==> config.mk <==
export PLATFORM = sky130hd
export DESIGN_NAME = context_queue_and_frame_allocator_core
export DESIGN_NICKNAME = d
export VERILOG_FILES = /design/src/rtl/cqfa_pkg.sv /design/src/rtl/cqfa_id_ram.sv /design/src/rtl/context_queue_and_frame_allocator_core.sv
export SDC_FILE = /design/constraint.sdc
export NUM_CORES = 1
export LEC_CHECK = 0
export BUFFER_PORTS_ARGS = -buffer_cell sky130_fd_sc_hd__buf_2
export CORE_MARGIN = 4
export CORE_UTILIZATION = 58
export DETAILED_ROUTE_END_ITERATION = 6
export PLACE_DENSITY = 0.81
export REMOVE_ABC_BUFFERS = 1
export SLEW_MARGIN = 10
export SYNTH_ARGS = -nofsm -noshare
export SYNTH_HDL_FRONTEND = slang
export SYNTH_HIERARCHICAL = 1
export SYNTH_SLANG_ARGS = --single-unit
==> constraint.sdc <==
create_clock -name aclk -period 5.52 [get_ports aclk]
set_clock_uncertainty 0.15 [all_clocks]
set_input_delay 0.552 -clock aclk [delete_from_list [all_inputs] [get_ports aclk]]
set_output_delay 0.552 -clock aclk [all_outputs]
set_load 0.02 [all_outputs]
==> src/rtl/cqfa_pkg.sv <==
// ----------------------------------------------------------------------------
// cqfa_pkg
// Shared types and constants for the context queue and frame allocator.
// ----------------------------------------------------------------------------
`default_nettype none

package cqfa_pkg;

    localparam int MAX_CONTEXTS    = 16;
    localparam int PAGES_PER_SPACE = 1024;
    localparam int FRAME_BYTES     = 4096;

    localparam int ID_W        = 8;
    localparam int PAGE_W      = 10;
    localparam int ADDR_W      = 32;
    localparam int POOL_W      = 21;
    localparam int QIDX_W      = $clog2(MAX_CONTEXTS);
    localparam int QCNT_W      = $clog2(MAX_CONTEXTS + 1);
    localparam int FRAME_SHIFT = $clog2(FRAME_BYTES);
    localparam int CFG_IDX_W   = 1;
    localparam int S_DATA_W    = 24;
    localparam int M_DATA_W    = 56;

    typedef enum logic [1:0] {
        OP_CREATE = 2'd0,
        OP_SWITCH = 2'd1,
        OP_DELETE = 2'd2,
        OP_MAP    = 2'd3
    } op_t;

    typedef enum logic [2:0] {
        OUT_CREATED   = 3'd0,
        OUT_SWITCHED  = 3'd1,
        OUT_IDLE      = 3'd2,
        OUT_DELETED   = 3'd3,
        OUT_MAPPED    = 3'd4,
        OUT_NOT_FOUND = 3'd5,
        OUT_NO_FRAMES = 3'd6
    } outcome_t;

    localparam logic [CFG_IDX_W-1:0] CFG_FRAME_BASE = 1'd0;
    localparam logic [CFG_IDX_W-1:0] CFG_POOL_COUNT = 1'd1;

endpackage

`default_nettype wire

==> src/rtl/cqfa_id_ram.sv <==
// ----------------------------------------------------------------------------
// cqfa_id_ram
// Simple dual-port RAM: one write port, one registered read port.
// ----------------------------------------------------------------------------
`default_nettype none

module cqfa_id_ram #(
    parameter int DEPTH = 16,
    parameter int WIDTH = 8
) (
    input  wire logic                     aclk,
    input  wire logic                     we,
    input  wire logic [$clog2(DEPTH)-1:0] waddr,
    input  wire logic [WIDTH-1:0]         wdata,
    input  wire logic [$clog2(DEPTH)-1:0] raddr,
    output logic      [WIDTH-1:0]         rdata
);

    logic [WIDTH-1:0] mem [DEPTH];

    always_ff @(posedge aclk) begin
        if (we) begin
            mem[waddr] <= wdata;
        end
        rdata <= mem[raddr];
    end

endmodule

`default_nettype wire

==> src/rtl/context_queue_and_frame_allocator_core.sv <==
// ----------------------------------------------------------------------------
// context_queue_and_frame_allocator_core
// Context scheduler with an ordered ready queue and a sequential frame pool.
// ----------------------------------------------------------------------------
// One command is taken at a time and answered by exactly one result transfer.
// The ready queue lives in a single-port-read RAM and is walked by one
// compare/index unit, so a command's run time depends on the queue contents:
// create goes from execute straight to the response step; switch reads the
// queue head and moves every other queued id down one place; delete and map
// go straight to the response step when the id is current, else scan the
// queue entry by entry. A map that finds the id stops its scan there, and a
// delete from the queue also moves the entries behind the removed one down.
// The next command is taken once the previous one has been handed to the
// output register; the response step waits while that register stays full.
// Frames are handed out as frame_base + k * 4096.
// ----------------------------------------------------------------------------
`default_nettype none

module context_queue_and_frame_allocator_core
    import cqfa_pkg::*;
(
    input  wire logic                  aclk,
    input  wire logic                  aresetn,
    // slave side
    input  wire logic                  s_tvalid,
    output logic                       s_tready,
    input  wire logic [S_DATA_W-1:0]   s_tdata,   // context_id, page_index, zero pad
    input  wire logic [1:0]            s_tuser,   // operation
    // master side
    output logic                       m_tvalid,
    input  wire logic                  m_tready,
    output logic      [M_DATA_W-1:0]   m_tdata,   // result_id, mapped_page, frame_address, pad
    output logic      [2:0]            m_tuser,   // outcome
    // configuration
    input  wire logic                  cfg_we,
    input  wire logic [CFG_IDX_W-1:0]  cfg_addr,
    input  wire logic [ADDR_W-1:0]     cfg_wdata
);

    typedef enum logic [7:0] {
        ST_IDLE  = 8'b0000_0001,
        ST_EXEC  = 8'b0000_0010,
        ST_HEAD  = 8'b0000_0100,
        ST_SCAN  = 8'b0000_1000,
        ST_CHECK = 8'b0001_0000,
        ST_SHRD  = 8'b0010_0000,
        ST_SHWR  = 8'b0100_0000,
        ST_RESP  = 8'b1000_0000
    } state_t;

    localparam logic [PAGE_W:0]   PAGE_LIMIT = (PAGE_W + 1)'(PAGES_PER_SPACE);
    localparam logic [QCNT_W-1:0] QFULL      = QCNT_W'(MAX_CONTEXTS);

    state_t              state_reg, state_next;
    op_t                 op_reg;
    logic [ID_W-1:0]     id_reg;
    logic [PAGE_W-1:0]   page_reg;
    logic [QCNT_W-1:0]   idx_reg, idx_next;
    logic [ID_W-1:0]     nxt_id_reg, nxt_id_next;
    logic [QCNT_W-1:0]   count_reg, count_next;
    logic [ID_W-1:0]     cur_id_reg, cur_id_next;
    logic                cur_valid_reg, cur_valid_next;
    logic [POOL_W-1:0]   given_reg, given_next;
    logic [ADDR_W-1:0]   base_reg;
    logic [POOL_W-1:0]   pool_reg;

    outcome_t            res_outcome_reg, res_outcome_next;
    logic [ID_W-1:0]     res_id_reg, res_id_next;
    logic [PAGE_W-1:0]   res_page_reg, res_page_next;
    logic [ADDR_W-1:0]   res_addr_reg, res_addr_next;

    logic                m_tvalid_reg, m_tvalid_next;
    outcome_t            m_outcome_reg;
    logic [ID_W-1:0]     m_id_reg;
    logic [PAGE_W-1:0]   m_page_reg;
    logic [ADDR_W-1:0]   m_addr_reg;

    logic                ram_we;
    logic [QIDX_W-1:0]   ram_waddr;
    logic [ID_W-1:0]     ram_wdata;
    logic [QIDX_W-1:0]   ram_raddr;
    logic [ID_W-1:0]     ram_rdata;

    logic                s_accept;
    logic                out_load;
    logic                cur_hit;
    logic                page_ok;
    logic                alloc_ok;
    logic [ADDR_W-1:0]   frame_addr;
    outcome_t            alloc_outcome;
    logic [PAGE_W-1:0]   alloc_page;
    logic [ADDR_W-1:0]   alloc_addr;
    logic [POOL_W-1:0]   alloc_given;
    logic [QCNT_W-1:0]   idx_inc;
    logic [QCNT_W-1:0]   count_dec;

    cqfa_id_ram #(
        .DEPTH (MAX_CONTEXTS),
        .WIDTH (ID_W)
    ) u_ready_ram (
        .aclk  (aclk),
        .we    (ram_we),
        .waddr (ram_waddr),
        .wdata (ram_wdata),
        .raddr (ram_raddr),
        .rdata (ram_rdata)
    );

    assign s_tready = (state_reg == ST_IDLE);
    assign s_accept = s_tvalid && s_tready;
    assign out_load = (state_reg == ST_RESP) && (!m_tvalid_reg || m_tready);

    assign cur_hit   = cur_valid_reg && (cur_id_reg == id_reg);
    assign page_ok   = {1'b0, page_reg} < PAGE_LIMIT;
    assign alloc_ok  = given_reg < pool_reg;
    assign frame_addr = base_reg + (ADDR_W'(given_reg) << FRAME_SHIFT);
    assign alloc_outcome = alloc_ok ? OUT_MAPPED : OUT_NO_FRAMES;
    assign alloc_page    = alloc_ok ? page_reg : '0;
    assign alloc_addr    = alloc_ok ? frame_addr : '0;
    assign alloc_given   = alloc_ok ? given_reg + POOL_W'(1) : given_reg;
    assign idx_inc   = idx_reg + QCNT_W'(1);
    assign count_dec = count_reg - QCNT_W'(1);

    always_comb begin
        state_next       = state_reg;
        idx_next         = idx_reg;
        nxt_id_next      = nxt_id_reg;
        count_next       = count_reg;
        cur_id_next      = cur_id_reg;
        cur_valid_next   = cur_valid_reg;
        given_next       = given_reg;
        res_outcome_next = res_outcome_reg;
        res_id_next      = res_id_reg;
        res_page_next    = res_page_reg;
        res_addr_next    = res_addr_reg;
        ram_we           = 1'b0;
        ram_waddr        = '0;
        ram_wdata        = '0;
        ram_raddr        = '0;

        unique case (state_reg)
            ST_IDLE: begin
                if (s_accept) begin
                    state_next = ST_EXEC;
                end
            end
            ST_EXEC: begin
                res_outcome_next = OUT_NOT_FOUND;
                res_id_next      = id_reg;
                res_page_next    = '0;
                res_addr_next    = '0;
                unique case (op_reg)
                    OP_CREATE: begin
                        if (cur_valid_reg && count_reg < QFULL) begin
                            ram_we     = 1'b1;
                            ram_waddr  = count_reg[QIDX_W-1:0];
                            ram_wdata  = cur_id_reg;
                            count_next = count_reg + QCNT_W'(1);
                        end
                        cur_id_next      = id_reg;
                        cur_valid_next   = 1'b1;
                        res_outcome_next = OUT_CREATED;
                        state_next       = ST_RESP;
                    end
                    OP_SWITCH: begin
                        if (count_reg != '0) begin
                            ram_raddr  = '0;
                            state_next = ST_HEAD;
                        end else begin
                            if (cur_valid_reg) begin
                                res_outcome_next = OUT_SWITCHED;
                                res_id_next      = cur_id_reg;
                            end else begin
                                res_outcome_next = OUT_IDLE;
                                res_id_next      = '0;
                            end
                            state_next = ST_RESP;
                        end
                    end
                    OP_DELETE: begin
                        if (cur_hit) begin
                            cur_valid_next   = 1'b0;
                            res_outcome_next = OUT_DELETED;
                            state_next       = ST_RESP;
                        end else begin
                            idx_next   = '0;
                            state_next = ST_SCAN;
                        end
                    end
                    OP_MAP: begin
                        if (!page_ok) begin
                            state_next = ST_RESP;
                        end else if (cur_hit) begin
                            res_outcome_next = alloc_outcome;
                            res_page_next    = alloc_page;
                            res_addr_next    = alloc_addr;
                            given_next       = alloc_given;
                            state_next       = ST_RESP;
                        end else begin
                            idx_next   = '0;
                            state_next = ST_SCAN;
                        end
                    end
                endcase
            end
            ST_HEAD: begin
                nxt_id_next = ram_rdata;
                idx_next    = '0;
                state_next  = ST_SHRD;
            end
            ST_SCAN: begin
                if (idx_reg == count_reg) begin
                    state_next = ST_RESP;
                end else begin
                    ram_raddr  = idx_reg[QIDX_W-1:0];
                    state_next = ST_CHECK;
                end
            end
            ST_CHECK: begin
                if (ram_rdata == id_reg) begin
                    if (op_reg == OP_DELETE) begin
                        state_next = ST_SHRD;
                    end else begin
                        res_outcome_next = alloc_outcome;
                        res_page_next    = alloc_page;
                        res_addr_next    = alloc_addr;
                        given_next       = alloc_given;
                        state_next       = ST_RESP;
                    end
                end else begin
                    idx_next   = idx_inc;
                    state_next = ST_SCAN;
                end
            end
            ST_SHRD: begin
                if (idx_inc < count_reg) begin
                    ram_raddr  = idx_inc[QIDX_W-1:0];
                    state_next = ST_SHWR;
                end else begin
                    if (op_reg == OP_SWITCH) begin
                        if (cur_valid_reg) begin
                            ram_we    = 1'b1;
                            ram_waddr = count_dec[QIDX_W-1:0];
                            ram_wdata = cur_id_reg;
                        end else begin
                            count_next = count_dec;
                        end
                        cur_id_next      = nxt_id_reg;
                        cur_valid_next   = 1'b1;
                        res_outcome_next = OUT_SWITCHED;
                        res_id_next      = nxt_id_reg;
                    end else begin
                        count_next       = count_dec;
                        res_outcome_next = OUT_DELETED;
                    end
                    state_next = ST_RESP;
                end
            end
            ST_SHWR: begin
                ram_we     = 1'b1;
                ram_waddr  = idx_reg[QIDX_W-1:0];
                ram_wdata  = ram_rdata;
                idx_next   = idx_inc;
                state_next = ST_SHRD;
            end
            ST_RESP: begin
                if (out_load) begin
                    state_next = ST_IDLE;
                end
            end
            default: begin
                state_next = ST_IDLE;
            end
        endcase
    end

    always_comb begin
        m_tvalid_next = m_tvalid_reg && !m_tready;
        if (out_load) begin
            m_tvalid_next = 1'b1;
        end
    end

    always_ff @(posedge aclk) begin
        if (!aresetn) begin
            state_reg     <= ST_IDLE;
            count_reg     <= '0;
            cur_id_reg    <= '0;
            cur_valid_reg <= 1'b0;
            given_reg     <= '0;
            m_tvalid_reg  <= 1'b0;
            base_reg      <= '0;
            pool_reg      <= '0;
        end else begin
            state_reg     <= state_next;
            count_reg     <= count_next;
            cur_id_reg    <= cur_id_next;
            cur_valid_reg <= cur_valid_next;
            given_reg     <= given_next;
            m_tvalid_reg  <= m_tvalid_next;
            if (cfg_we) begin
                unique case (cfg_addr)
                    CFG_FRAME_BASE: base_reg <= cfg_wdata;
                    CFG_POOL_COUNT: pool_reg <= cfg_wdata[POOL_W-1:0];
                endcase
            end
        end
    end

    always_ff @(posedge aclk) begin
        if (s_accept) begin
            op_reg   <= op_t'(s_tuser);
            id_reg   <= s_tdata[ID_W-1:0];
            page_reg <= s_tdata[ID_W +: PAGE_W];
        end
        idx_reg         <= idx_next;
        nxt_id_reg      <= nxt_id_next;
        res_outcome_reg <= res_outcome_next;
        res_id_reg      <= res_id_next;
        res_page_reg    <= res_page_next;
        res_addr_reg    <= res_addr_next;
        if (out_load) begin
            m_outcome_reg <= res_outcome_reg;
            m_id_reg      <= res_id_reg;
            m_page_reg    <= res_page_reg;
            m_addr_reg    <= res_addr_reg;
        end
    end

    assign m_tvalid = m_tvalid_reg;
    assign m_tuser  = m_outcome_reg;
    assign m_tdata  = {{(M_DATA_W - ID_W - PAGE_W - ADDR_W){1'b0}},
                       m_addr_reg, m_page_reg, m_id_reg};

    assert property (@(posedge aclk) disable iff (!aresetn)
        count_reg <= QFULL)
        else $error("ready queue count exceeds capacity");

    assert property (@(posedge aclk) disable iff (!aresetn)
        s_accept |=> (state_reg == ST_EXEC))
        else $error("accepted command did not start execution");

    assert property (@(posedge aclk) disable iff (!aresetn)
        $rose(m_tvalid_reg) |-> $past(state_reg == ST_RESP))
        else $error("result transfer raised outside the response step");

    assert property (@(posedge aclk) disable iff (!aresetn)
        (state_reg == ST_SCAN || state_reg == ST_SHRD) |-> (idx_reg <= count_reg))
        else $error("queue index ran past the fill count");

endmodule

`default_nettype wire
After elaboration in Yosys (flattened, before gate mapping)
Memories as Yosys holds them, arrays and structs flattened. A register that Yosys moved wholly into a read port is not among the register bits.
Index checks and enable logic that the tools add are counted.
{"block": "totals", "reg_bits": 236, "mem_bits_rw": 128, "out_inout_bits": 61, "elab_cells": 173, "inputBits": 64, "n_memories": 1}
{"block": "op_classes", "n_eq_ne": 30, "reduce_logical": 27, "addsub": 5, "n_lt_le_gt_ge": 3, "n_bitwise": 1, "muxes": 85}
{"memory": "u_ready_ram.mem", "depth": 16, "word_bits": 8, "read_ports": 1, "rd_clocked_by_memory_dff": 1, "write_ports": 1, "line_no": "cqfa_id_ram.sv:19", "rtl": "logic [WIDTH-1:0] mem [DEPTH];"}
{"operator": "$mux W32", "n": 5}
{"operator": "$mux W8", "n": 18}
{"operator": "$mux W21", "n": 5}
{"operator": "$pmux W32 S2", "n": 1}
{"operator": "$pmux W8 S7", "n": 1}
{"operator": "$mux W10", "n": 5}
{"operator": "$pmux W8 S3", "n": 2}
{"operator": "$pmux W21 S2", "n": 1}
{"operator": "$mux W5", "n": 8}
{"operator": "$add A32 B32 Y32", "n": 1}
{"operator": "$pmux W8 S2", "n": 2}
{"operator": "$mux W4", "n": 7}
{"operator": "$ne A2 B2 Y1 const B", "n": 11}
{"operator": "$add A21 B1 Y21 const B", "n": 1}
{"operator": "$lt A21 B21 Y1", "n": 1}
{"operator": "$pmux W10 S2", "n": 1}
{"operator": "$pmux W5 S4", "n": 1}
{"operator": "$eq A8 B8 Y1", "n": 2}
{"operator": "$mux W3", "n": 5}
{"operator": "$reduce_and A5 Y1", "n": 3}
{"operator": "$pmux W3 S4", "n": 1}
{"operator": "$pmux W4 S3", "n": 1}
{"operator": "$reduce_and A4 Y1", "n": 3}
{"operator": "$mux W1", "n": 11}
{"operator": "other kinds (36)", "n": 54}

Logic depth before layout (Yosys ltp)
{"block": "logic_depth", "word_depth": 7, "ltp_mapped": 14, "ltp_nobuf": 12}

Modules after synthesis
The synthesis kept the hierarchy.
{"mod": "context_queue_and_frame_allocator_core", "area_per_inst_um2": 11099.4, "instances": 1, "seq_area_each_um2": 6115.9, "cells_each": 1058}
{"mod": "cqfa_id_ram", "area_per_inst_um2": 5147.4, "instances": 1, "seq_area_each_um2": 4003.8, "cells_each": 229}

Worst setup path before layout
OpenSTA, ideal clock, no wires.
{"block": "synth_path", "path_kind": "reg2reg", "startpoint": "register idx_reg[0]", "endpoint": "memory u_ready_ram.mem[0][0], enable pin", "path_slack_ps": 1394, "t_arrival_ps": 3592, "path_stages_with_launch": 12, "setup_ps": 383, "cell_sequence": "edfxtp_1 > ha_1 > ha_1 > nor2b_1 > o21a_1 > o21a_1 > o21a_1 > o2111ai_1 > o21ai_0 > a221o_1 > or3b_2 > nor3_1"}
{"block": "synth_between", "elab_cells_between_ends": 8, "classes_between": "add/sub: 1; order compare: 1; mux: 6"}
{"item": "start, declared", "line_no": "context_queue_and_frame_allocator_core.sv:58", "rtl": "logic [QCNT_W-1:0] idx_reg, idx_next;"}
{"item": "start signal, assigned", "line_no": "context_queue_and_frame_allocator_core.sv:316", "rtl": "idx_reg <= idx_next;"}
{"item": "$add A5 B1 Y5", "line_no": "context_queue_and_frame_allocator_core.sv:121", "rtl": "assign idx_inc = idx_reg + QCNT_W'(1);"}
{"item": "named net idx_inc[1]", "line_no": "context_queue_and_frame_allocator_core.sv:94", "rtl": "logic [QCNT_W-1:0] idx_inc;"}
{"item": "$lt A5 B5 Y1", "line_no": "context_queue_and_frame_allocator_core.sv:236", "rtl": "if (idx_inc < count_reg) begin"}
{"item": "$mux W4", "line_no": "context_queue_and_frame_allocator_core.sv:236"}
{"item": "$pmux W4 S3", "line_no": "context_queue_and_frame_allocator_core.sv:141", "rtl": "unique case (state_reg)"}
{"item": "named net ram_waddr[3]", "line_no": "context_queue_and_frame_allocator_core.sv:79", "rtl": "logic [QIDX_W-1:0] ram_waddr;"}
{"item": "end, declared", "line_no": "cqfa_id_ram.sv:19"}
The timed path passes the listed nets, and every way through them passes these cells.

Final worst setup path
{"block": "layout_path", "startpoint": "register idx_reg[0]", "endpoint": "memory u_ready_ram.mem[1][3], enable pin"}
The elaborated chain is that of the path after synthesis.

==> results.yml <==
status:
  status: "finished, final reports clean"
routing:
  route.detailed.drc: 0
  postRouteWirelength_um: 35200
  viasPerCell: 5.91
  vias: 10700
  firstDrtPassIters: 5
  drtIter0Drc: 1020
  post_drt_wl_per_cell_um: 19.5
  drtAntennaViolNets: 0
pwr:
  leakage_nw: 6.71
  power_mw: 5.82
  powerDensity_nw_per_um2: 317
  peakVddDrop_uv: 288
cells_and_area:
  drive_gt1_share_pct: 16.0
  diodes: 0
  largest_register: "u_ready_ram/mem"
  final_cell_mix: "edfxtp_1 (267), nand2_1 (188), buf_2 (112)"
  area_growth_pct: 13.1
  final_common_cell: "edfxtp_1"
  largest_reg_flops: 128
  fin_nets: 1510
synth:
  postSynthCellCount: 1287
  ys.flop_type: "edfxtp_1"
  synth_area_leaders: "edfxtp_1 (49%), dfxtp_1 (13%), nand2_1 (4.4%)"
  synth_cell_types: 77
  yosysTopAreaCell: "edfxtp_1"
  synth-edff-count: 267
  synth_async_sr_flop_share_pct: 0
  postSynthAreaPerCell_um2: 12.6
  ys_seq_elements: 372
  yosysTopAreaCellShare_pct: 49.3
  synth_area_um2: 16200
  synth.yosys.seq_area_share_pct: 62.3
  synth_warnings: 6
floorplan:
  pin_count: 125
  rows: 61
  fp.dieW_um: 175
  die_h_um: 175
  coreArea_um2: 27700
  dieArea_um2: 30800
  start_util_pct: 58.6
clock_tree:
  clockBufferDepth: 3
  ctsHoldBuffers: 0
  htreeDepth: 2
  cts-root-buf: "clkbuf_16"
  worstSkewPairLatency_ns: 0.54
  cts_resized: 0
  cts_sinks: 372
  cts_setup_buffers: 0
  path_clk_slew_ns: 0.06
  cts_tree: "yes"
  numCtsBuffers: 39
setup_path:
  ff2ff_path_depth: 11
  critical_path_class: "register to register"
  r2r_slack_ns: 0.97
  r2r_start: "idx_reg[0]$_SDFFCE_PN0P_"
  rr_endpoint: "u_ready_ram/mem[1][3]$_DFFE_PP_"
  cp.arrival_ns: 4.54
  crit_required_ns: 5.52
  crit_fanout: 8
  start_kind: "register"
  crit_path_end_kind: "register"
timing:
  fmax_ghz: 0.220
  drv_slew: 0
  holdWs_ns: 0.0431
  relSlewSlack_pct: 20.0
  setup_violations: 0
  rsz0062_at_grt: "no"
  final.min_clock_period_ns: 4.55
  hold_violations: 0
  worst_slew_pin_slew_ns: 1.19
  fin_crit_sh_pct: 82.4
global_routing:
  grt_overflow: 0
  first_global_vias: 10300
  antenna_found_initial: 0
  grt_usage_pct: 22.7
  grt_pass1_wl_um: 55500
  grt_start_max_net_pins: 67
flow_run:
  cap_violations: 0
placement:
  gp_congestion: 0.870
  io_buffer_count: 112
  dp_hpwl_um: 23600
hold_path:
  min-delay-start: "s_tdata[4]"
  hp-class: "input pin to register"
  min_to: "id_reg[4]$_DFFE_PP_"
  whs_path_depth: 1
[power by group]
group          internal (mW)  total, mW  switching [mW]  leakage (nW)
Combinational         0.0773      0.215           0.138          2.65
Sequential              3.01       3.05          0.0324          3.45
Clock                   1.49       2.56            1.07         0.608
Total                   4.58       5.82            1.24          6.71
[layer usage]
metal / global-route usage (%) / wire length [µm] / up-vias
li1: - / - / 5003
met1: 31.0 / 14500 / 5146
met2: 38.7 / 17200 / 438
met3: 3.40 / 2670 / 68
met4: 5.56 / 815 / 0
met5: 0 / 0 / -
[cell usage after synthesis (7+ instances only)]
library cell,count
a311oi_1,8
xor2_1,10
o21a_1,7
o41ai_1,7
mux2i_1,19
nor3_1,19
clkbuf_1,38
mux4_1,14
nand2_1,189
nor2_1,73
a21oi_1,77
a222oi_1,8
nor4_1,14
o21ai_0,28
ha_1,49
and2_1,29
xnor2_1,29
nand2b_1,31
a22oi_1,18
a22o_1,9
buf_4,7
mux4_2,18
edfxtp_1,267
inv_1,44
nor2b_1,9
nand4_1,17
a21o_1,10
buf_2,9
dfxtp_1,105
nand3_1,27
nor3b_1,7
[area by class of cell]
type	instances	area [µm²]
sequential	372	10100
fill	1982	9320
multi-input combinational	811	5660
clock buffer	49	1030
timing repair buffer	128	697
tap	378	473
clock inverter	22	234
inverter	44	165
[critical path, cell delays in order (launching register included)]
cell	delay [ns]
edfxtp_1	0.52
ha_1	0.38
ha_1	0.27
nor2b_1	0.13
o21a_1	0.16
o21a_1	0.19
o21a_1	0.23
o2111ai_1	0.44
o21ai_0	0.15
a221o_1	0.38
or3b_2	0.53
nor2_1	0.63
[logic make-up (layout without fill, tap and decap cells)]
group	count (synthesis)	after routing	synth area share, %
AOI/OAI and AO/OA	216	216	9.17
xor gates and xnor gates	39	39	2.10
adders and majority gates	50	50	3.90
buffers and inverters	109	243	3.14
DFF	372	372	62.3
muxes	51	51	5.93
other	1	6	0.0231
and+or+nand+nor	449	449	13.4
[through the flow]
stage | setup WS, ns | TNS, ns | cells | util (%) | instance area [µm²]
2_1_floorplan | -1.22 | -9.69 | 1227 | - | 15900
3_3_place_gp | 1.11 | 0 | 1732 | 61.7 | 17100
3_5_place_dp | 1.00 | 0 | 1732 | 61.7 | 17100
4_1_cts | 0.994 | 0 | 1803 | 66.3 | 18400
5_1_grt | 0.720 | 0 | 1804 | 66.3 | 18400
6_report | 0.973 | 0 | 1804 | 66.3 | 18400
[how the worst max path moves through the flow]
stage | slack, ns | from | end
after floorplan | -1.22 | idx_reg[0]$_SDFFCE_PN0P_ | u_ready_ram/rdata[0]$_DFF_P_
after global placement | 1.11 | idx_reg[0]$_SDFFCE_PN0P_ | u_ready_ram/mem[1][0]$_DFFE_PP_
after detailed placement | 1.0 | idx_reg[0]$_SDFFCE_PN0P_ | u_ready_ram/mem[1][3]$_DFFE_PP_
after CTS | 0.99 | idx_reg[0]$_SDFFCE_PN0P_ | u_ready_ram/mem[1][3]$_DFFE_PP_
after global routing | 0.72 | idx_reg[0]$_SDFFCE_PN0P_ | u_ready_ram/mem[1][3]$_DFFE_PP_
final | 0.97 | idx_reg[0]$_SDFFCE_PN0P_ | u_ready_ram/mem[1][3]$_DFFE_PP_
Note: power is estimated with default switching activity, not from simulation.
